===== config.mk =====
export PLATFORM = sky130hd
export DESIGN_NAME = mmt_ctrl
export DESIGN_NICKNAME = d
export VERILOG_FILES = /design/src/hdl/mmt_pkg.sv /design/src/hdl/mmt_ctrl.sv
export SDC_FILE = /design/constraint.sdc
export NUM_CORES = 1
export LEC_CHECK = 0
export ABC_AREA = 1
export ABC_CLOCK_PERIOD_IN_PS = 1040
export BUFFER_PORTS_ARGS = -buffer_cell sky130_fd_sc_hd__buf_2
export CAP_MARGIN = 30
export CORE_AREA = 4 4 41 43
export DETAILED_ROUTE_END_ITERATION = 12
export DIE_AREA = 0 0 45 47
export GPL_TIMING_DRIVEN = 0
export PLACE_DENSITY = 0.51
export SLEW_MARGIN = 20
export SYNTH_ARGS = -nofsm -noshare
export SYNTH_HDL_FRONTEND = slang
export SYNTH_SLANG_ARGS = --single-unit

===== constraint.sdc =====
create_clock -name i_clk -period 1.04 [get_ports i_clk]
set_input_delay 0.156 -clock i_clk [delete_from_list [all_inputs] [get_ports i_clk]]
set_output_delay 0.156 -clock i_clk [all_outputs]
set_load 0.05 [all_outputs]

===== src/hdl/mmt_pkg.sv =====
// Shared types and constants for the multiset mex tracker.
// Used by mmt_ctrl, mmt_datapath and multiset_mex_tracker; no dependencies.
`default_nettype none

package mmt_pkg;

    localparam int VALUE_W             = 16;
    localparam int COUNT_W             = 16;
    localparam int MEX_W               = 11;
    localparam int LIMIT_W             = 10;
    localparam int VALUE_SLOTS_DEFAULT = 1024;

    localparam logic [LIMIT_W-1:0] LIMIT_RESET = 10'd1023;
    localparam logic [COUNT_W-1:0] COUNT_MAX   = 16'hFFFF;

    localparam logic ACT_INSERT = 1'b0;
    localparam logic ACT_REMOVE = 1'b1;

    typedef enum logic [2:0] {
        S_CLEAR,
        S_IDLE,
        S_READ,
        S_UPDATE,
        S_SCAN_RD,
        S_SCAN_CHK,
        S_DONE
    } t_state;

    // Controller to datapath
    typedef struct packed {
        logic clear;      // write zero at the sweep address and advance it
        logic load_item;  // capture an accepted input beat
        logic update;     // apply the item to its count and to the mex
        logic scan_rd;    // read the count at the mex
        logic scan_step;  // advance the mex by one
        logic load_out;   // move the result into the output register
    } t_cmd;

    // Datapath to controller
    typedef struct packed {
        logic clear_done;    // sweep is at the last slot
        logic scan_start;    // item is an in-range insert at the mex
        logic mex_in_bound;  // mex is not above the limit in use
        logic scan_hit;      // count read at the mex is nonzero
        logic out_free;      // output register can take a result this cycle
    } t_status;

endpackage

`default_nettype wire


===== src/hdl/mmt_ctrl.sv =====
// Sequencing state machine for the multiset mex tracker.
// Depends on mmt_pkg for the state, command and status types.
`default_nettype none

module mmt_ctrl (
    input  wire               i_clk,
    input  wire               i_rst_n,
    input  wire               i_valid,
    output logic              o_stall,
    input  mmt_pkg::t_status  i_status,
    output mmt_pkg::t_cmd     o_cmd
);

    mmt_pkg::t_state r_state;
    mmt_pkg::t_state n_state;

    always_ff @(posedge i_clk) begin
        if (!i_rst_n) begin
            r_state <= mmt_pkg::S_CLEAR;
        end else begin
            r_state <= n_state;
        end
    end

    always_comb begin
        n_state = r_state;
        o_cmd   = '0;
        o_stall = 1'b1;
        case (r_state)
            mmt_pkg::S_CLEAR: begin
                o_cmd.clear = 1'b1;
                if (i_status.clear_done) begin
                    n_state = mmt_pkg::S_IDLE;
                end
            end
            mmt_pkg::S_IDLE: begin
                o_stall = 1'b0;
                if (i_valid) begin
                    o_cmd.load_item = 1'b1;
                    n_state         = mmt_pkg::S_READ;
                end
            end
            mmt_pkg::S_READ: begin
                n_state = mmt_pkg::S_UPDATE;
            end
            mmt_pkg::S_UPDATE: begin
                o_cmd.update = 1'b1;
                n_state = i_status.scan_start ? mmt_pkg::S_SCAN_RD : mmt_pkg::S_DONE;
            end
            mmt_pkg::S_SCAN_RD: begin
                if (i_status.mex_in_bound) begin
                    o_cmd.scan_rd = 1'b1;
                    n_state       = mmt_pkg::S_SCAN_CHK;
                end else begin
                    n_state = mmt_pkg::S_DONE;
                end
            end
            mmt_pkg::S_SCAN_CHK: begin
                if (i_status.scan_hit) begin
                    o_cmd.scan_step = 1'b1;
                    n_state         = mmt_pkg::S_SCAN_RD;
                end else begin
                    n_state = mmt_pkg::S_DONE;
                end
            end
            mmt_pkg::S_DONE: begin
                if (i_status.out_free) begin
                    o_cmd.load_out = 1'b1;
                    n_state        = mmt_pkg::S_IDLE;
                end
            end
            default: begin
                n_state = mmt_pkg::S_CLEAR;
            end
        endcase
    end

endmodule

`default_nettype wire


Yosys cells after proc, flatten, opt, wreduce, memory -nomap -nowiden --
Cells that the tools add are included.
Word-level totals: bits in registers 3, input port bits 8, RAM bits 0, memories 0, word-level logic and storage cells 30, output and inout bits 7, ROM bits 0, latch bits 0
Cells by class: equal/unequal tests 9, reduce and logical (&&, ||, !) cells 2, multiplexer cells 18, $mul 0, divide/modulo/power cells 0, shifts and indexed selects 0, bitwise operators 0, add/sub/neg operators 0, $lt $le $gt $ge 0
Operators by type and width (count):
- one-hot mux 3 bit (7 select lines) | 1
- 2-to-1 mux 1 bit | 11
- equality test 3 bit, second input constant | 3
- 2-to-1 mux 3 bit | 3
- equality test 3 x 2 -> 1 bit, second input constant | 2
- 2-to-1 mux 2 bit | 3
- inequality test 2 bit, second input constant | 3
- equality test 3 x 1 -> 1 bit, second input constant | 1
- zero test 3 bit | 1
- AND reduction 3 bit | 1

Depth between registers and ports, before layout --
Gate-level depths: netlist of run 1.
depth in word-level cells 3, gate-level depth with buffers 7, mapped depth without buffers 6

Worst setup path after synthesis of run 1 --
Ideal clock, no wire load.
kind reg2out, from register r_state[2], to output o_cmd[0] (netlist name), slack -1131 ps, cell stages (with the launch flop) 3, data required time 884 ps, arrival time 2015 ps, path buffers 0, cells stage by stage dfxtp_1 -> inv_2 -> nor4_1
RTL lines:
- start: declaration | RTL line mmt_ctrl.sv:14 | mmt_pkg::t_state r_state;
- start signal: assignment | RTL line mmt_ctrl.sv:19 | r_state <= mmt_pkg::S_CLEAR;
- start signal: assignment | RTL line mmt_ctrl.sv:21 | r_state <= n_state;
- end: declaration | RTL line mmt_ctrl.sv:11 | output mmt_pkg::t_cmd o_cmd

==> results of run 1 <==
## cells by family after synthesis
| logic type | synth area share [%] |
|---|---|
| buf+inv | 20.9 |
| flops | 23.9 |
| simple gates | 50.3 |
| compound gates | 4.97 |
## worst max path at each step
stage               start        to  slack [ns]  cells after the start
2_1_floorplan  r_state[0]  o_cmd[0]       -0.21                      2
3_3_place_gp   r_state[0]  o_cmd[1]       -0.12                      4
3_5_place_dp   r_state[0]  o_cmd[1]       -0.12                      4
4_1_cts        r_state[2]  o_cmd[0]       -0.26                      3
5_1_grt        r_state[1]  o_cmd[2]       -0.30                      4
6_report       r_state[2]  o_cmd[0]       -0.26                      3
## power by group through the flow
stage	Sequential [W]	Combinational [W]	Clock (W)
after detailed placement	0.000196	0.000528	0
final	0.000206	0.000922	0.000200
after global routing	0.000210	0.000974	0.000224
after global placement	0.000197	0.000528	0
after CTS	0.000198	0.000792	0.000210
after floorplan	0.000189	0.000442	0
## layer usage
layer / wire (um) / global-route usage, % / part of all wire, %
met4: 36 / 5.26 / 3.3
met1: 409 / 11.3 / 38
met3: 76 / 4.98 / 7.0
met5: 0 / 0 / 0
met2: 567 / 18.9 / 52
## synth_stat cells, drive strengths merged
cell   instances
buf            1
nand4          3
nand2          2
a31oi          2
nor4           1
inv           11
nor3           2
nand3          9
dfxtp          3
nor2           7
## stage by stage
| stage | utilization (%) | TNS [ns] |
|---|---|---|
| floorplan | - | -0.569 |
| global placement | 32.3 | -0.535 |
| detailed placement | 32.3 | -0.520 |
| CTS | 47.4 | -1.48 |
| global route | 51.7 | -2.22 |
| finish | 51.7 | -1.66 |
## what timing repair did
action,CTS,global route
endpoints found under the setup margin,9,9
gates resized for setup,30,12
buffers inserted,9,0
hold buffers,0,0
pin swaps,6,8
cloned,1,0
## worst max-delay path: cells and delay by family (launching register included)
family	cells	cell delay (ns)
buf+inv	2	0.24
flops	1	0.39
simple gates	1	0.27
## layout make-up
cell class / count / share of cell area (%)
inverters: 11 / 8.36
repair buffers: 24 / 33.1
plain buffers: 1 / 1.67
well taps: 15 / 2.79
multi-input cells: 26 / 40.0
flip-flops and latches: 3 / 10.2
clock buffers: 4 / 3.90
==> reports/summary.txt, run 1 <==
Final GP Congestion -> 0.777
Yosys top cell by area -> dfxtp_1
first-pass GRT wire length -> 1720 um
Worst setup SP type -> flip-flop
clk sinks -> 3
gr ovfl total -> 0
Lkg Pwr -> 0.317 nW
vias in the first global route -> 431
Worst-Skew Late Latency -> 0.23 ns
clock tree buffer depth -> 2
Sequential Area -> 68.8 sq um
non-filler cells, final -> 84
final period utilization -> 125%
internal power -> 0.000699 W
outcome -> finished, violations left
Regs by FF count -> r_state x3
Syn Nets -> 49
R2R depth -> 6
H-tree depth -> 1
worst r2r src -> r_state[0]
Non-Filler Cell Area, Final -> 673 sq um
# diodes -> 0
worst endpoint data arrival time -> 1.14 ns
min Tclk post-route -> 1.30 ns
synthesized area -> 251 sq um
most frequent cells in the layout -> 9 x buf_6, 7 x buf_2, 6 x inv_1
dpl hpwl -> 570 um
slowest stage delay, CP -> 0.39 ns
count of TritonRoute iterations in the first routing pass -> 2
initial antenna violation count -> 0
area occupied by multi-input gates -> 269 sq um
Min-Delay Endpoint -> r_state[2]
final hold violations -> 0
Comb power frac -> 69.5%
total track usage -> 11.0%
yosys warns -> 0
max cap viols -> 0
full die area -> 2120 sq um
worst endpoint required time -> 0.88 ns
Hold Path Stages -> 3
PwrDens -> 1970 nW/um^2
VDD IR-drop max -> 0.941 mV
Worst R2R Setup Slack -> -0.11 ns
Yosys reg bits -> 3
Synth cell types -> 13
final worst slack -> -0.257 ns
synth top area cells -> dfxtp_1 24%, nand3_1 14%, inv_1 13%
NetSw -> 0.000629 W
# IOs -> 15
placed insts -> 70
largest net degree at the start of global routing -> 6
CTS tree -> yes
Avg Inst Size Synth -> 6.13 sq um
total power -> 0.00133 W
DR vias -> 395
unrepaired setup endpoints after global routing -> yes
fill cell count -> 124
cell count after synthesis -> 41
hold_sp -> i_rst_n
max_slew headroom -> 83.3%
Max Freq -> 771 MHz
CORE AREA -> 1300 sq um
layout cells sized above 1 -> 75.4%
drt via density -> 4.70
Antenna Nets Post-Route -> 0
drt wl/cell -> 13.0 um
final setup fails -> 9
NumNets Final -> 78
wirelength, routed -> 1090 um
crit-path cells -> inv_6 -> nor4_4 -> buf_6
Placement Cell Area -> 420 sq um
Most flops, register -> r_state
Die Y -> 47 um
CP max-delay cell -> dfxtp_4
fin. max-slew vios -> 0
Clk pwr share -> 15.0%
sequential-to-total area share from yosys stat -> 23.9%
Syn-to-layout area delta -> 168%
Num CTS Buffers -> 3
Sw Share -> 47.4%
reg2reg end -> r_state[0]
crit path max fanout -> 4
critical path class -> reg -> out
IO Port Bufs -> 14
drc violations -> 0
Slew @ Worst Pin -> 0.250 ns
Die X -> 45 um
share of the synthesized area in the top cell type -> 23.9%
Place WS -> -0.121 ns
worst hold slack -> 0.167 ns
failing checks -> setup timing
power share of the sequential group -> 15.5%
starting density of the core -> 19.3%
endpoint class of the critical path -> output port
Worst-path clk slew -> 0.03 ns
max reg flops -> 3
clk root buf -> clkbuf_4
initial DRC count -> 1
Rows -> 13
Clock Skew -> 0.00149 ns
Hold Path Class -> in -> reg
leading cell type in the layout, fill and taps excluded -> buf_6
No activity file was read; power rests on OpenSTA's default activity.
==> inputs of run 2 (changes only) <==
ABC_CLOCK_PERIOD_IN_PS = 1460   (was 1040)
clock period = 1.46 ns   (was 1.04 ns; I/O delays follow)
==> run 2 against run 1 <==
Against the previous run: highest routed layer unchanged; die area did not move; combinational power fell by 62%; worst hold slack improved by 0.051 ns; design area decreased by 38%; the flow now finishes without violations.
==> reports/summary.txt, run 2 (same netlist as run 1, synthesis figures left out) <==
outcome -> finished clean (was finished, violations left)
Place WS -> 0.158 ns (was -0.121 ns)
met2 Usage GRT -> 11.6% (was 18.9%)
Worst Setup SP -> r_state[2] (unchanged)
worst hold slack -> 0.217 ns (was 0.167 ns)
Syn-to-layout area delta -> 66.2% (was 168%)
drt wl/cell -> 9.93 um (was 13.0 um)
NumNets Final -> 68 (was 78)
Max Freq -> 719 MHz
gr ovfl total -> 0 (unchanged)
initial DRC count -> 11 (was 1)
final hold violations -> 0 (unchanged)
CP delay by family, top -> buffers and inverters (was flip-flops)
count of TritonRoute iterations in the first routing pass -> 3 (was 2)
CP max-delay cell -> dfxtp_4 (unchanged)
Non-Filler Cell Area, Final -> 418 sq um (was 673 sq um)
max reg flops -> 3 (unchanged)
reg2reg end -> r_state[0] (unchanged)
min Tclk post-route -> 1.39 ns
vias in the first global route -> 303 (was 431)
CORE AREA -> 1300 sq um (unchanged)
max cap viols -> 0 (unchanged)
worst endpoint required time -> 1.24 ns (was 0.88 ns)
Rows -> 13 (unchanged)
drt via density -> 4.47 (was 4.70)
dpl hpwl -> 586 um (was 570 um)
hold_sp -> i_rst_n (unchanged)
Clock Skew -> 0.00625 ns (was 0.00149 ns)
largest net degree at the start of global routing -> 10 (was 6)
max_slew headroom -> 83.2% (was 83.3%)
slowest stage delay, CP -> 0.36 ns (was 0.39 ns)
crit path max fanout -> 6 (was 4)
# IOs -> 15 (unchanged)
Min-Delay Endpoint -> r_state[2] (unchanged)
# diodes -> 0 (unchanged)
Most flops, register -> r_state (unchanged)
drc violations -> 0 (unchanged)
clock tree buffer depth -> 2 (unchanged)
layout cells sized above 1 -> 49.2% (was 75.4%)
Hold Path Stages -> 3 (unchanged)
H-tree depth -> 1 (unchanged)
most frequent cells in the layout -> 10 x buf_2, 9 x inv_1, 7 x nand3_1 (was 9 x buf_6, 7 x buf_2, 6 x inv_1)
fin. max-slew vios -> 0 (unchanged)
# Post-CTS Setup Buffers -> 0 (was 9)
Worst R2R Setup Slack -> 0.44 ns (was -0.11 ns)
Die Y -> 47 um (unchanged)
initial antenna violation count -> 0 (unchanged)
total track usage -> 8.45% (was 11.0%)
worst endpoint data arrival time -> 1.17 ns (was 1.14 ns)
Critical path buffers and inverters -> 2 (unchanged)
GR Util met3 -> 2.68% (was 4.98%)
worst r2r src -> r_state[0] (unchanged)
gr busiest metal -> met2 (unchanged)
endpoint class of the critical path -> output port (unchanged)
Antenna Nets Post-Route -> 0 (unchanged)
Final GP Congestion -> 0.703 (was 0.777)
Placement Cell Area -> 364 sq um (was 420 sq um)
Num CTS Buffers -> 3 (unchanged)
VDD IR-drop max -> 0.323 mV (was 0.941 mV)
Worst-path clk slew -> 0.04 ns (was 0.03 ns)
PwrDens -> 1510 nW/um^2 (was 1970 nW/um^2)
Hold Path Class -> in -> reg (unchanged)
starting density of the core -> 19.3% (unchanged)
critical path class -> reg -> out (unchanged)
Regs by FF count -> r_state x3 (unchanged)
total power -> 0.000631 W (was 0.00133 W)
final period utilization -> 95.2%
wirelength, routed -> 735 um (was 1090 um)
final setup fails -> 0 (was 9)
GRT met1 Usage -> 10.7% (was 11.3%)
Die X -> 45 um (unchanged)
Slew @ Worst Pin -> 0.254 ns (was 0.250 ns)
clk sinks -> 3 (unchanged)
IO Port Bufs -> 14 (unchanged)
DR vias -> 331 (was 395)
Lkg Pwr -> 0.218 nW (was 0.317 nW)
Worst setup SP type -> flip-flop (unchanged)
crit-path cells -> inv_2 -> nand3_2 -> nor2_4 -> buf_2 (was inv_6 -> nor4_4 -> buf_6)
final worst slack -> 0.0700 ns (was -0.257 ns)
CTS tree -> yes (unchanged)
leading cell type in the layout, fill and taps excluded -> buf_2 (was buf_6)
R2R depth -> 5 (was 6)
Worst-Skew Late Latency -> 0.24 ns (was 0.23 ns)
first-pass GRT wire length -> 1280 um (was 1720 um)
clk root buf -> clkbuf_4 (unchanged)
full die area -> 2120 sq um (unchanged)
fill cell count -> 161 (was 124)
unrepaired setup endpoints after global routing -> no (was yes)
run 2: worst max-delay path by stage:
stage | endpoint | slack [ns] | depth (start not counted)
final | o_cmd[4] | 0.07 | 4
after global routing | o_cmd[4] | 0.003 | 4
after CTS | o_cmd[1] | 0.01 | 4
after detailed placement | o_cmd[0] | 0.16 | 3
after global placement | o_cmd[0] | 0.18 | 3
after floorplan | o_cmd[0] | -0.20 | 2
run 2: cell type report:
cell class                 instances  area (sq um)  area share [%]
multi-input combinational         26           168            40.1
tap                               15          18.8            4.49
clock buffer                       4          26.3            6.29
timing repair buffer              14          87.6            21.0
inverter                          11          41.3            9.88
sequential                         3          65.1            15.6
buffer                             1          11.3            2.69
run 2: what timing repair did:
action | 4_1_cts | 5_1_grt
hold buffers | 0 | 0
gates resized for setup | 2 | 11
setup endpoints to repair | 1 | 5
run 2: worst register-to-register path: stages, from the launching register on:
cell     delay [ns]
dfxtp_1        0.30
buf_6          0.14
inv_1          0.11
nand4_1        0.15
a31oi_1        0.16
nor2_1         0.06
run 2: per-stage QoR:
step	instances	util [%]	TNS, ns
after detailed placement	70	28.0	0
after global placement	70	28.0	0
final	74	32.1	0
after floorplan	41	-	-0.206
after CTS	74	30.3	0
after global routing	74	32.1	0
run 2: power breakdown:
group | switching (W) | internal, W | total, W
combinational | 0.000239 | 0.000112 | 0.000351
clock | 0.0000490 | 0.000103 | 0.000152
sequential | 0.0000249 | 0.000104 | 0.000128
run 2: routing by layer:
metal | up-vias | share of wire (%)
met2 | 17 | 43
li1 | 170 | -
met1 | 142 | 46
met4 | 0 | 1.8
met5 | - | 0
met3 | 2 | 8.4
==> inputs of run 3 (changes only) <==
ABC_AREA = default   (was 1)
==> run 3 against run 2 <==
Against the previous run: die area stayed put; clock-buffer cell count stayed put; clock skew is 0.0043 ns lower; non-clock buffer count is 4 higher; routed wire length is 5.0% lower; synthesized area is 4.0% lower; via count is 15% lower; critical path type unchanged.
==> reports/summary.txt, run 3 <==
total track usage -> 8.45% (unchanged)
Post-synth EDFFs -> 0 (unchanged)
Placement Cell Area -> 352 sq um (was 364 sq um)
hold buffer count at CTS -> 0 (unchanged)
CP delay by family, top -> simple AND/OR/NAND/NOR gates (was buffers and inverters)
H-tree depth -> 1 (unchanged)
crit-path cells -> nand2b_4 -> or2_4 -> nor2_4 -> buf_6 (was inv_2 -> nand3_2 -> nor2_4 -> buf_2)
internal power -> 0.000270 W (was 0.000318 W)
Avg Inst Size Synth -> 8.05 sq um (was 6.13 sq um)
Most flops, register -> r_state (unchanged)
# diodes -> 0 (unchanged)
Hold Path Class -> in -> reg (unchanged)
Yosys top cell by area -> dfxtp_1 (unchanged)
CTS tree -> yes (unchanged)
count of TritonRoute iterations in the first routing pass -> 4 (was 3)
IO Port Bufs -> 14 (unchanged)
Worst setup SP type -> flip-flop (unchanged)
synth top area cells -> dfxtp_1 25%, mux2_4 6.2%, nand2b_4 5.7% (was dfxtp_1 24%, nand3_1 14%, inv_1 13%)
vias in the first global route -> 286 (was 303)
Worst-Skew Late Latency -> 0.23 ns (was 0.24 ns)
dpl hpwl -> 496 um (was 586 um)
non-filler cells, final -> 65 (was 74)
max cap viols -> 0 (unchanged)
fin. max-slew vios -> 0 (unchanged)
worst endpoint required time -> 1.24 ns (about the same)
crit path max fanout -> 9 (was 6)
Rows -> 13 (unchanged)
cell count after synthesis -> 30 (was 41)
unrepaired setup endpoints after global routing -> yes (was no)
Worst-path clk slew -> 0.04 ns (about the same)
Yosys reg bits -> 3 (unchanged)
outcome -> finished clean (unchanged)
top_reg_cell synth -> dfxtp_1 (unchanged)
Max Freq -> 693 MHz (was 719 MHz)
max_slew headroom -> 83.5% (was 83.2%)
Slew @ Worst Pin -> 0.249 ns (was 0.254 ns)
Regs by FF count -> r_state x3 (unchanged)
most frequent cells in the layout -> 12 x buf_2, 4 x buf_4, 3 x buf_6, 3 x clkbuf_4 (was 10 x buf_2, 9 x inv_1, 7 x nand3_1)
largest net degree at the start of global routing -> 11 (was 10)
Comb power frac -> 41.0% (was 55.6%)
Clk pwr share -> 34.5% (was 24.0%)
Critical path buffers and inverters -> 1 (was 2)
initial antenna violation count -> 0 (unchanged)
leading cell type in the layout, fill and taps excluded -> buf_2 (unchanged)
PwrDens -> 1010 nW/um^2 (was 1510 nW/um^2)
Clock Skew -> 0.00193 ns (was 0.00625 ns)
final hold violations -> 0 (unchanged)
CP max-delay cell -> dfxtp_4 (unchanged)
synth cell count leaders -> 3 x dfxtp_1, 3 x nor2_1 (was 9 x inv_1, 7 x nand3_1, 6 x nor2_1, 3 x dfxtp_1, 3 x nand4_1)
clock tree buffer depth -> 2 (unchanged)
CORE AREA -> 1300 sq um (unchanged)
Num CTS Buffers -> 3 (unchanged)
drt via density -> 4.34 (was 4.47)
asr flop ratio synth -> 0% (unchanged)
Syn Nets -> 38 (was 49)
placed insts -> 59 (was 70)
Final GP Congestion -> 0.684 (was 0.703)
critical path class -> reg -> out (unchanged)
Die Y -> 47 um (unchanged)
final period utilization -> 98.8% (was 95.2%)
VDD IR-drop max -> 0.336 mV (was 0.323 mV)
drc violations -> 0 (unchanged)
Synth cell types -> 22 (was 13)
final setup fails -> 0 (unchanged)
Syn-to-layout area delta -> 74.1% (was 66.2%)
Place WS -> 0.0524 ns (was 0.158 ns)
max reg flops -> 3 (unchanged)
synthesized area -> 241 sq um (was 251 sq um)
slowest stage delay, CP -> 0.37 ns (was 0.36 ns)
clk root buf -> clkbuf_4 (unchanged)
clk sinks -> 3 (unchanged)
endpoint class of the critical path -> output port (unchanged)
Antenna Nets Post-Route -> 0 (unchanged)
NetSw -> 0.000154 W (was 0.000313 W)
layout cells sized above 1 -> 64.0% (was 49.2%)
Non-Filler Cell Area, Final -> 420 sq um (was 418 sq um)
gr ovfl total -> 0 (unchanged)
wirelength, routed -> 698 um (was 735 um)
Die X -> 45 um (unchanged)
NumNets Final -> 59 (was 68)
yosys warns -> 0 (unchanged)
# IOs -> 15 (unchanged)
DR vias -> 282 (was 331)
power share of the sequential group -> 24.5% (was 20.3%)
sequential-to-total area share from yosys stat -> 24.9% (was 23.9%)
share of the synthesized area in the top cell type -> 24.9% (was 23.9%)
drt wl/cell -> 10.7 um (was 9.93 um)
fill cell count -> 148 (was 161)
full die area -> 2120 sq um (unchanged)
min Tclk post-route -> 1.44 ns (was 1.39 ns)
Lkg Pwr -> 0.196 nW (was 0.218 nW)
starting density of the core -> 18.6% (was 19.3%)
first-pass GRT wire length -> 1180 um (was 1280 um)
worst endpoint data arrival time -> 1.22 ns (was 1.17 ns)
Sw Share -> 36.3% (was 49.6%)
final worst slack -> 0.0177 ns (was 0.0700 ns)
initial DRC count -> 4 (was 11)
-- run 3: cell count changes in the layout (fill, tap and decap cells not counted), sizes merged, moves of 2 or more --
cell / delta
a21oi: +3
o21ai: +2
nand3: -9
inv: -10
nor2: -4
buf: +4
a31oi: -2
nand4: -3
-- run 3: area by class of cell --
| type | count | area, sq um | share of cell area [%] |
|---|---|---|---|
| Sequential cell | 3 | 66.3 | 15.8 |
| Tap cell | 15 | 18.8 | 4.46 |
| Inverter | 1 | 3.75 | 0.893 |
| Multi-Input combinational cell | 23 | 181 | 43.2 |
| Clock buffer | 4 | 26.3 | 6.25 |
| Timing Repair Buffer | 17 | 101 | 24.1 |
| Buffer | 2 | 22.5 | 5.36 |
-- run 3: power by group through the flow --
stage | logic (W) | registers (W) | clock network [W]
final | 0.000174 | 0.000104 | 0.000146
after detailed placement | 0.000164 | 0.0000952 | 0
after global placement | 0.000164 | 0.0000949 | 0
after floorplan | 0.000130 | 0.0000946 | 0
after global routing | 0.000189 | 0.000106 | 0.000157
after CTS | 0.000175 | 0.000103 | 0.000155
-- run 3: path summary, 6_finish.rpt --
kind               from          to  slack [ns]  cells after the start
max          r_state[1]    o_cmd[4]        0.02                      4
min             i_rst_n  r_state[2]        0.23                      2
max reg2reg  r_state[0]  r_state[1]        0.34                      4
min reg2reg  r_state[1]  r_state[1]        0.60                      1
-- run 3: logic make-up after synthesis --
| family | share of synthesized area, % |
|---|---|
| simple gates | 33.7 |
| compound gates | 22.3 |
| buf+inv | 8.81 |
| flops | 24.9 |
| mux | 10.4 |
-- run 3: per-layer routing --
layer / track usage (%) / routed length (um)
met1: 11.1 / 352
met2: 9.60 / 277
met3: 2.30 / 47
met4: 10.5 / 21
met5: 0 / 0
-- run 3: repair_timing --
action | in CTS | in global routing
buffers inserted | 3 | 0
resized for setup | 8 | 2
setup endpoints to repair | 5 | 5
pin swaps | 2 | 1
cloned | 0 | 0
-- run 3: metrics by stage --
step                      total power (W)  setup TNS [ns]  hold slack [ns]  util, %
after floorplan                  0.000224          -0.297            0.336        -
after global placement           0.000259               0            0.477     27.0
after detailed placement         0.000259               0            0.456     27.0
after CTS                        0.000433         -0.0176            0.214     31.9
after global routing             0.000452         -0.0534            0.232     32.3
final                            0.000424               0            0.227     32.3
-- run 3: worst reg2reg max path, stage by stage (launching register included) --
cell and delay (ns):
dfxtp_2 0.31, buf_4 0.13, mux2_4 0.29, a21oi_2 0.14, o221a_1 0.18
